===== src/hdl/apeq_pkg.sv =====
// apeq_pkg: shared types and constants for the aged priority event queue
// no dependencies
package apeq_pkg;
   localparam int SlotCount = 16;
   localparam int SlotBits = $clog2(SlotCount);
   localparam int CountBits = 5;
   localparam logic [6:0] TagPercent = 7'd100;

   typedef enum logic [1:0] {
      CMD_ADD = 2'd0,
      CMD_CHOOSE = 2'd1,
      CMD_CLEAR = 2'd2,
      CMD_NONE = 2'd3
   } cmd_type;

   typedef enum logic [1:0] {
      CSR_PRELOAD = 2'd0,
      CSR_FILT_EN = 2'd1,
      CSR_FILT_PRI = 2'd2
   } csr_type;

   typedef struct packed {
      logic [15:0] priority_val;
      logic [15:0] max_age;
      logic [31:0] time_val;
      logic [15:0] order;
      logic keep;
      logic filterable;
      logic tag_flag;
      logic [31:0] payload;
   } slot_type;

   // age compare result from the shared unit
   typedef struct packed {
      logic expired;
      logic [31:0] age;
   } age_type;
endpackage


===== src/hdl/apeq_age_unit.sv =====
// apeq_age_unit: shared age and expiry evaluation for one slot per cycle
// depends on apeq_pkg
module apeq_age_unit (
   input  logic [31:0] ref_time,
   input  apeq_pkg::slot_type slot,
   output apeq_pkg::age_type result
);
   always_comb begin
      result.age = ref_time - slot.time_val;
      result.expired = (slot.max_age != 16'd0) && ({16'd0, slot.max_age} < result.age);
   end
endmodule


===== src/hdl/aged_priority_event_queue_unit.sv =====
// aged_priority_event_queue_unit: top level, sequencer and slot storage
// depends on apeq_pkg, apeq_age_unit
//
//  channel | ports                         | transfer
//  request | start, busy, req_*            | start & !busy
//  result  | rsp_strobe, rsp_*             | one cycle, rsp_strobe high
//  config  | csr_write, csr_index, csr_data| csr_write high
//
// add: up to 3 scans of 16 slots (free, expired, lower or equal priority); no scan
//   when rejected by the draw
// choose: no scan when empty, one scan with no winner, else scan plus older pass
// clear and unused codes skip all scans; the single age unit walks one slot per cycle
// reset clears valid bits and counters; slot fields are written before use
// results cannot be stalled; busy falls the cycle after the strobe, the next transfer
//   can come then
module aged_priority_event_queue_unit (
   input  logic clock,
   input  logic reset,
   input  logic start,
   output logic busy,
   input  logic [1:0] req_command,
   input  logic [31:0] req_now_tick,
   input  logic [15:0] req_event_priority,
   input  logic [15:0] req_event_max_age,
   input  logic req_keep_flag,
   input  logic req_filterable_flag,
   input  logic [6:0] req_accept_percent,
   input  logic [6:0] req_draw,
   input  logic [31:0] req_payload,
   input  logic csr_write,
   input  logic [1:0] csr_index,
   input  logic [31:0] csr_data,
   output logic rsp_strobe,
   output logic rsp_found,
   output logic [3:0] rsp_slot_index,
   output logic [31:0] rsp_win_payload,
   output logic rsp_tag_survives,
   output logic [4:0] rsp_pending_count
);
   localparam int SB = apeq_pkg::SlotBits;

   typedef enum logic [7:0] {
      ST_IDLE = 8'b00000001,
      ST_FREE = 8'b00000010,
      ST_EXP = 8'b00000100,
      ST_PRI = 8'b00001000,
      ST_PLACE = 8'b00010000,
      ST_SCAN = 8'b00100000,
      ST_OLDER = 8'b01000000,
      ST_DONE = 8'b10000000
   } state_type;

   state_type state_ff, state_in;
   logic [31:0] preload_ff;
   logic filt_en_ff;
   logic [15:0] filt_pri_ff;

   // slot storage; read one slot per cycle at the scan index
   apeq_pkg::slot_type slot_mem [apeq_pkg::SlotCount];
   logic [apeq_pkg::SlotCount-1:0] valid_ff, valid_in;
   logic [4:0] live_ff, live_in;
   logic [31:0] last_time_ff;
   logic [15:0] last_order_ff;
   logic surv_ff, surv_in;

   // latched request
   logic [1:0] cmd_ff;
   logic [31:0] now_ff;
   apeq_pkg::slot_type req_ff;

   logic [SB:0] idx_ff, idx_in;          // scan counter, one extra bit for the end
   logic [SB-1:0] sel_ff, sel_in;        // chosen slot
   logic have_ff, have_in;
   logic [15:0] best_pri_ff, best_pri_in;
   logic [31:0] best_age_ff, best_age_in;
   logic [15:0] best_sub_ff, best_sub_in;
   logic [31:0] win_time_ff, win_time_in;
   logic [15:0] win_ord_ff, win_ord_in;
   logic found_ff, found_in;
   logic [31:0] pay_ff, pay_in;
   logic wr_en;

   logic [SB-1:0] ci;
   apeq_pkg::slot_type cur;
   logic cur_valid, last_idx;
   logic [31:0] ref_time;
   apeq_pkg::age_type age_r;
   logic filtered;

   assign ci = idx_ff[SB-1:0];
   assign cur = slot_mem[ci];
   assign cur_valid = valid_ff[ci];
   assign last_idx = (idx_ff == (SB+1)'(apeq_pkg::SlotCount - 1));
   assign ref_time = (cmd_ff == apeq_pkg::CMD_CHOOSE) ? now_ff + preload_ff : now_ff;
   assign filtered = filt_en_ff && cur.filterable && (cur.priority_val < filt_pri_ff);

   apeq_age_unit u_age (.ref_time(ref_time), .slot(cur), .result(age_r));

   always_ff @(posedge clock) begin
      if (reset) begin
         preload_ff <= '0;
         filt_en_ff <= 1'b0;
         filt_pri_ff <= '0;
      end else if (csr_write) begin
         unique case (csr_index)
            apeq_pkg::CSR_PRELOAD: preload_ff <= csr_data;
            apeq_pkg::CSR_FILT_EN: filt_en_ff <= csr_data[0];
            apeq_pkg::CSR_FILT_PRI: filt_pri_ff <= csr_data[15:0];
            default: ;
         endcase
      end
   end

   always_comb begin
      state_in = state_ff;
      valid_in = valid_ff;
      live_in = live_ff;
      surv_in = surv_ff;
      idx_in = idx_ff;
      sel_in = sel_ff;
      have_in = have_ff;
      best_pri_in = best_pri_ff;
      best_age_in = best_age_ff;
      best_sub_in = best_sub_ff;
      win_time_in = win_time_ff;
      win_ord_in = win_ord_ff;
      found_in = found_ff;
      pay_in = pay_ff;
      wr_en = 1'b0;
      unique case (state_ff)
         ST_IDLE: begin
            idx_in = '0;
            found_in = 1'b0;
            pay_in = '0;
            sel_in = '0;
            have_in = 1'b0;
            best_pri_in = '0;
            best_age_in = '1;
            best_sub_in = '0;
            if (start) begin
               unique case (req_command)
                  apeq_pkg::CMD_ADD:
                     state_in = (req_draw <= req_accept_percent) ? ST_FREE : ST_DONE;
                  apeq_pkg::CMD_CHOOSE:
                     state_in = (live_ff != '0) ? ST_SCAN : ST_DONE;
                  apeq_pkg::CMD_CLEAR: begin
                     valid_in = '0;
                     live_in = '0;
                     state_in = ST_DONE;
                  end
                  default: state_in = ST_DONE;
               endcase
            end
         end
         ST_FREE: begin
            if (!cur_valid) begin
               sel_in = ci;
               state_in = ST_PLACE;
            end else if (last_idx) begin
               idx_in = '0;
               state_in = ST_EXP;
            end else idx_in = idx_ff + 1'b1;
         end
         ST_EXP: begin
            if (age_r.expired) begin
               sel_in = ci;
               live_in = live_ff - 1'b1;
               state_in = ST_PLACE;
            end else if (last_idx) begin
               idx_in = '0;
               state_in = ST_PRI;
            end else idx_in = idx_ff + 1'b1;
         end
         ST_PRI: begin
            if (req_ff.priority_val >= cur.priority_val) begin
               sel_in = ci;
               live_in = live_ff - 1'b1;
               state_in = ST_PLACE;
            end else if (last_idx) state_in = ST_DONE;
            else idx_in = idx_ff + 1'b1;
         end
         ST_PLACE: begin
            wr_en = 1'b1;
            valid_in[sel_ff] = 1'b1;
            live_in = live_ff + 1'b1;
            found_in = 1'b1;
            state_in = ST_DONE;
         end
         ST_SCAN: begin
            if (cur_valid) begin
               if (age_r.expired || filtered) begin
                  valid_in[ci] = 1'b0;
                  live_in = live_ff - 1'b1;
               end else if (best_pri_ff < cur.priority_val) begin
                  have_in = 1'b1;
                  sel_in = ci;
                  best_pri_in = cur.priority_val;
                  best_age_in = age_r.age;
                  best_sub_in = cur.order;
                  win_time_in = cur.time_val;
                  win_ord_in = cur.order;
               end else if (cur.priority_val == best_pri_ff &&
                            (age_r.age < best_age_ff ||
                             (age_r.age == best_age_ff && best_sub_ff < cur.order))) begin
                  have_in = 1'b1;
                  sel_in = ci;
                  best_age_in = age_r.age;
                  best_sub_in = cur.order;
                  win_time_in = cur.time_val;
                  win_ord_in = cur.order;
               end
            end
            if (last_idx) begin
               idx_in = '0;
               if (have_in) begin
                  surv_in = 1'b0;
                  state_in = ST_OLDER;
               end else state_in = ST_DONE;
            end else idx_in = idx_ff + 1'b1;
         end
         ST_OLDER: begin
            if (ci != sel_ff && cur_valid) begin
               if (cur.time_val < win_time_ff ||
                   (cur.time_val == win_time_ff && cur.order < win_ord_ff)) begin
                  if (!cur.keep) begin
                     valid_in[ci] = 1'b0;
                     live_in = live_ff - 1'b1;
                  end
               end else if (cur.tag_flag) surv_in = 1'b1;
            end
            if (ci == sel_ff) pay_in = cur.payload;
            if (last_idx) begin
               valid_in[sel_ff] = 1'b0;
               live_in = live_in - 1'b1;
               found_in = 1'b1;
               state_in = ST_DONE;
            end else idx_in = idx_ff + 1'b1;
         end
         ST_DONE: state_in = ST_IDLE;
         default: state_in = ST_IDLE;
      endcase
   end

   always_ff @(posedge clock) begin
      if (reset) begin
         state_ff <= ST_IDLE;
         valid_ff <= '0;
         live_ff <= '0;
         surv_ff <= 1'b0;
         last_time_ff <= '0;
         last_order_ff <= '0;
         found_ff <= 1'b0;
      end else begin
         state_ff <= state_in;
         valid_ff <= valid_in;
         live_ff <= live_in;
         surv_ff <= surv_in;
         found_ff <= found_in;
         if (wr_en) begin
            last_time_ff <= now_ff;
            last_order_ff <= (now_ff == last_time_ff) ? last_order_ff + 1'b1 : 16'd0;
         end
      end
   end

   // payload and datapath registers
   always_ff @(posedge clock) begin
      idx_ff <= idx_in;
      sel_ff <= sel_in;
      have_ff <= have_in;
      best_pri_ff <= best_pri_in;
      best_age_ff <= best_age_in;
      best_sub_ff <= best_sub_in;
      win_time_ff <= win_time_in;
      win_ord_ff <= win_ord_in;
      pay_ff <= pay_in;
      if (state_ff == ST_IDLE && start) begin
         cmd_ff <= req_command;
         now_ff <= req_now_tick;
         req_ff.priority_val <= req_event_priority;
         req_ff.max_age <= req_event_max_age;
         req_ff.time_val <= req_now_tick;
         req_ff.order <= '0;
         req_ff.keep <= req_keep_flag;
         req_ff.filterable <= req_filterable_flag;
         req_ff.tag_flag <= (req_accept_percent == apeq_pkg::TagPercent);
         req_ff.payload <= req_payload;
      end
      if (wr_en) begin
         slot_mem[sel_ff] <= '{priority_val: req_ff.priority_val, max_age: req_ff.max_age,
            time_val: now_ff,
            order: (now_ff == last_time_ff) ? last_order_ff + 1'b1 : 16'd0,
            keep: req_ff.keep, filterable: req_ff.filterable, tag_flag: req_ff.tag_flag,
            payload: req_ff.payload};
      end
   end

   assign busy = (state_ff != ST_IDLE);
   assign rsp_strobe = (state_ff == ST_DONE);
   assign rsp_found = found_ff;
   assign rsp_slot_index = found_ff ? 4'(sel_ff) : 4'd0;
   assign rsp_win_payload = pay_ff;
   assign rsp_tag_survives = surv_ff;
   assign rsp_pending_count = live_ff;
endmodule


===== config.mk =====
export PLATFORM = sky130hd
export DESIGN_NAME = aged_priority_event_queue_unit
export DESIGN_NICKNAME = d
export VERILOG_FILES = /design/src/hdl/apeq_pkg.sv /design/src/hdl/apeq_age_unit.sv /design/src/hdl/aged_priority_event_queue_unit.sv
export SDC_FILE = /design/constraint.sdc
export NUM_CORES = 2
export LEC_CHECK = 0
export BUFFER_PORTS_ARGS = -buffer_cell sky130_fd_sc_hd__buf_2
export CAP_MARGIN = 20
export CORE_ASPECT_RATIO = 1.75
export CORE_MARGIN = 2
export CORE_UTILIZATION = 45
export DETAILED_ROUTE_END_ITERATION = 6
export GPL_ROUTABILITY_DRIVEN = 0
export PLACE_DENSITY = 0.74
export SYNTH_ARGS = -nofsm -noshare
export SYNTH_HDL_FRONTEND = slang
export SYNTH_SLANG_ARGS = --single-unit

===== constraint.sdc =====
create_clock -name clock -period 12.2 [get_ports clock]
set_clock_uncertainty 0.1 [all_clocks]
set_input_delay 1.83 -clock clock [delete_from_list [all_inputs] [get_ports clock]]
set_output_delay 1.83 -clock clock [all_outputs]
set_load 0.01 [all_outputs]

-- Word-level counts from Yosys, hierarchy flattened
Memory sizes are Yosys's and may differ from the RTL's. A register that Yosys moved wholly into a read port is not among the register bits.
Index checks and enable logic that the tools add are counted.
- ROM bits: 0
- output and inout port bits: 45
- memories: 1
- bits in latches: 0
- RAM bits: 1840
- bits in registers: 383
- bits of input ports: 152
- mux-type cells: 94
- multipliers: 0
- magnitude comparators: 13
- reduce and logical (&&, ||, !) cells: 40
- $add $sub $neg: 7
- equal/unequal tests: 44
- shifts and indexed selects: 0
- div/mod/pow operators: 0
- bitwise operators: 6
- memories (memory ; words ; bits a word ; rd ports ; clocked after Yosys merged registers in ; wr ports ; RTL line ; text):
    slot_mem ; 16 ; 115 ; 1 ; 1 ; 1 ; aged_priority_event_queue_unit.sv:59 ; apeq_pkg::slot_type slot_mem [apeq_pkg::SlotCount];
- operators with widths (cell ; count):
    $mux W16 ; 17
    $mux W32 ; 8
    $pmux W32 S2 ; 2
    $eq A32 B32 Y1 ; 3
    $mux W8 ; 11
    $mux W5 ; 16
    $lt A16 B16 Y1 ; 4
    $lt A32 B32 Y1 ; 2
    $pmux W16 S2 ; 2
    $pmux W16 S4 ; 1
    $pmux W5 S6 ; 2
    $pmux W8 S7 ; 1
    $mux W4 ; 9
    $ne A2 B2 Y1 const B ; 18
    $add A32 B32 Y32 ; 1
    $and A16 B16 Y16 ; 2
    $lt A16 B32 Y1 ; 1
    $not A16 Y16 ; 2
    $sub A32 B32 Y32 ; 1
    $pmux W4 S5 ; 1
    $reduce_and A4 Y1 ; 5
    $mux W1 ; 17
    $add A16 B1 Y16 const B ; 1
    $eq A16 B16 Y1 ; 1
    43 further kinds ; 76

-- Longest topological paths before layout
- depth after elaboration: 15
- mapped depth: 36

-- Cells and area by module
Synthesis repeated with hierarchy kept, for this count alone.
- cells, all modules: 5033
- area, all modules: 92139.6 um2
- by module, submodules not included (module ; area an instance (um2) ; seq. area each (um2) ; instances ; cells each):
    aged_priority_event_queue_unit ; 89484.6 ; 65552.9 ; 1 ; 4646
    apeq_age_unit ; 2655.0 ; 0.0 ; 1 ; 387

-- Worst setup path after synthesis
Ideal clock, no wire load.
- kind: register to register
- start point: register (tool-made name)
- end point: register best_age_ff[0] (enable)
- library setup time: 0.412 ns
- required time: 11.688 ns
- data arrival time: 11.585 ns
- period minus slack after synthesis: 12.097 ns
- setup slack: 0.103 ns
- buffers on the path: 7
- cell stages (with the launch flop): 32
- path through: dfxtp_1 buf_2 buf_6 buf_6 buf_6 buf_2 buf_1 buf_1 mux4_2 mux4_2 inv_1 ha_1 nor2b_1 o31ai_1 a211oi_1 o311ai_0 nand2_1 nor4b_1 nor3_2 xnor2_1 ha_1 nand4_1 nor4_1 nand2_1 nor4_1 nand4_1 a211oi_1 o21ai_0 nand2_1 a21oi_1 nor3_1 nand2b_1
- RTL lines (item ; RTL line ; text):
    to (signal assigned) ; aged_priority_event_queue_unit.sv:272 ; best_age_ff <= best_age_in;
    to (decl) ; aged_priority_event_queue_unit.sv:75 ; logic [31:0] best_age_ff, best_age_in;

==> results.cfg <==
[global_route]
grt_max_degree = 116
globalRoute.totalOverflow = 0
antenna_found_initial = 15
grt_pass1_wl_um = 338400
track_usage = 0.2213
grt_pass1_vias = 50662

[timing]
fin_hold_ws_ps = 362.3
rsz0062_at_grt = no
tightest_slew_ps = 1212
setup_viol = 0
period_minus_slack_ps = 9617
slew_viol_final = 0
fmax_ghz = 0.1040
slew_headroom = 0.1920
fin_setup_tns_ps = 0
hold_violations = 0
min_period_over_period = 0.7883

[setup_path]
cp-start-kind = register
r2r-end = best_age_ff[3]
crit_arrival_ps = 9970
required_ps = 12560
r2r.worst_path.cells = 37
critPathCaptureType = register
crit_fanout = 48
crit_path_frequent_cell = a21oi_1
critPathMaxStageDelay_ps = 790
worstSetupPathType = register to register
regToRegSetupSlack_ps = 2580
cp_slowest_cell = a21oi_1
r2r-start = now_ff[0]

[floorplanning]
die_y_um = 602.6
core_um2 = 203300
initial_utilization = 0.4532
io_pins = 197
die_w_um = 346.1
dieArea_um2 = 208600
std_cell_rows = 219

[place]
port_buffers = 196
post-place-cells = 7756
dp_hpwl_um = 131000

[synth]
ys_ff_latch = 2227
synth_edf_count = 2095
syn_area_per_cell_um2 = 18.32
synth-main-ff-cell = edfxtp_1
yosysTopAreaCellShare = 0.6827
synth-async-reset-ratio = 0
yosys-top-cells-area = edfxtp_1 68%, mux4_2 14%, ha_1 3.2%
yosys_warnings = 0
ys_top_cells_by_count = 2095 x edfxtp_1, 570 x mux4_2, 360 x nand2_1, 235 x ha_1, 224 x a21oi_1
synth_fp_nets = 5418
syn_inst = 5029
synth.cell_area_um2 = 92150
synth_most_common_cell = edfxtp_1
netlist-cell-type-count = 79
synth_area_leader_cell = edfxtp_1
ys_seq_area_frac = 0.7114

[min_path]
worstHoldStart = filt_pri_ff[11]
hold_class = register to register
hold_depth = 2
holdPathEnd = filt_pri_ff[11]

[route]
wl_per_cell_um = 28.61
first_pass_iters = 7
drc = 1
ant_nets = 0
num_vias = 49280
drt_iter0_drc = 5173
wl_um = 232300
via_per_inst = 6.070

[cts]
insertion_delay_ps = 830
htreeDepth = 4
postCtsHoldBufs = 0
clk_pin_slew_ps = 60
cts-resized-gates = 0
cts_setup_buffers = 0
ctsRootBufferMaster = clkbuf_16
cts.path.max_buffers = 3
cts_tree = done
cts_buffers = 194
clock-sinks = 2227

[cells_and_area]
drive_gt1_frac = 0.2245
area_growth_pct = 11.96
layout.cells.non_filler = 8119
nets = 5694
fillers = 15938

[outcome]
violations = DRC
status = complete, but fails checks

[power_and_ir_drop]
peakVddDrop_mv = 0.1576
power.density_nw_per_um2 = 210.2
power_leakage_nw = 33.07

[job]
maxCapViolCount = 0
-- report_power, final --
group / total (mW) / switching (mW) / internal (mW)
Combinational: 6.00 / 3.51 / 2.49
Sequential: 9.40 / 0.462 / 8.94
Clock: 6.29 / 2.74 / 3.56
Total: 21.7 / 6.71 / 15.0
-- state kept, by name (all words and copies together) (netlist names), 2 cells and up, named ones only --
name               flops
best_sub_ff           16
preload_ff            32
cmd_ff                 2
req_ff                67
rsp_win_payload       32
best_pri_ff           16
rsp_pending_count      5
last_order_ff         16
last_time_ff          32
now_ff                32
valid_ff              16
filt_pri_ff           16
win_time_ff           32
sel_ff                 4
slot_mem            1840
win_ord_ff            16
best_age_ff           32
state_ff               8
idx_ff                 5
-- through the flow --
step           setup slack [ps]  instance area, um^2  utilization  total power [mW]
3_5_place_dp               3016                96590       0.4751             15.49
6_report                   2583               103200       0.5074             21.69
2_1_floorplan             102.8                92150            -             13.54
5_1_grt                    1992               103200       0.5074             22.55
3_3_place_gp               3014                96590       0.4751             15.33
4_1_cts                    2895               103100       0.5071             21.76
-- worst max-delay path, delay by kind of cell, from the launching register on --
kind | cells | cell delay, ps
compound gates | 14 | 2970
xor+xnor | 1 | 130
fa+ha+maj | 4 | 1310
buf+inv | 3 | 790
flops | 1 | 740
simple gates | 15 | 3140
-- layer usage --
layer / global-route usage / wire length (um)
met4: 0.1045 / 11880
met2: 0.3836 / 118700
met1: 0.2735 / 84970
met5: 0 / 50
met3: 0.03244 / 16690
-- worst max-delay path by stage --
stage | endpoint | from | slack, ps
floorplan | best_age_ff[0] | register | 100
global placement | best_sub_ff[12] | now_ff[0] | 3010
detailed placement | best_sub_ff[13] | now_ff[0] | 3020
CTS | best_age_ff[30] | now_ff[0] | 2900
global route | best_age_ff[30] | now_ff[0] | 1990
finish | best_age_ff[3] | now_ff[0] | 2580
-- final cells by class --
type                    instances  area [um^2]  share of cell area
clock inverters               119         1384             0.01341
repair buffers                294         1874             0.01817
clock buffers                 234         5121             0.04964
multi-input cells            2370        25070              0.2430
inverters                     218        818.3            0.007932
well taps                    2652         3318             0.03216
diodes                          5        12.51           0.0001213
flip-flops and latches       2227        65570              0.6355
-- logic make-up after synthesis --
logic type	after synthesis	share of synthesized area
flip-flops	2227	0.7114
XOR/XNOR	98	0.009314
AND/OR/NAND/NOR	848	0.04384
AO/OA/AOI/OAI	593	0.04151
buffers and inverters	432	0.01840
multiplexers	594	0.1432
adder cells (fa/ha/maj)	237	0.03234
-- cell usage in the layout, fill, tap and decap left out, types with 38 or more instances in the layout --
| cell | n |
|---|---|
| and2_1 | 50 |
| ha_1 | 235 |
| nand4_1 | 53 |
| nand3_1 | 41 |
| dfxtp_1 | 128 |
| buf_4 | 86 |
| buf_2 | 196 |
| o211ai_1 | 41 |
| a21o_1 | 63 |
| clkinv_2 | 38 |
| nand2_1 | 360 |
| o21ai_0 | 90 |
| nor2_1 | 142 |
| xnor2_1 | 67 |
| a21oi_1 | 224 |
| edfxtp_1 | 2095 |
| clkbuf_16 | 199 |
| mux4_2 | 570 |
| inv_1 | 217 |
Power figures use the tool's default switching activity.
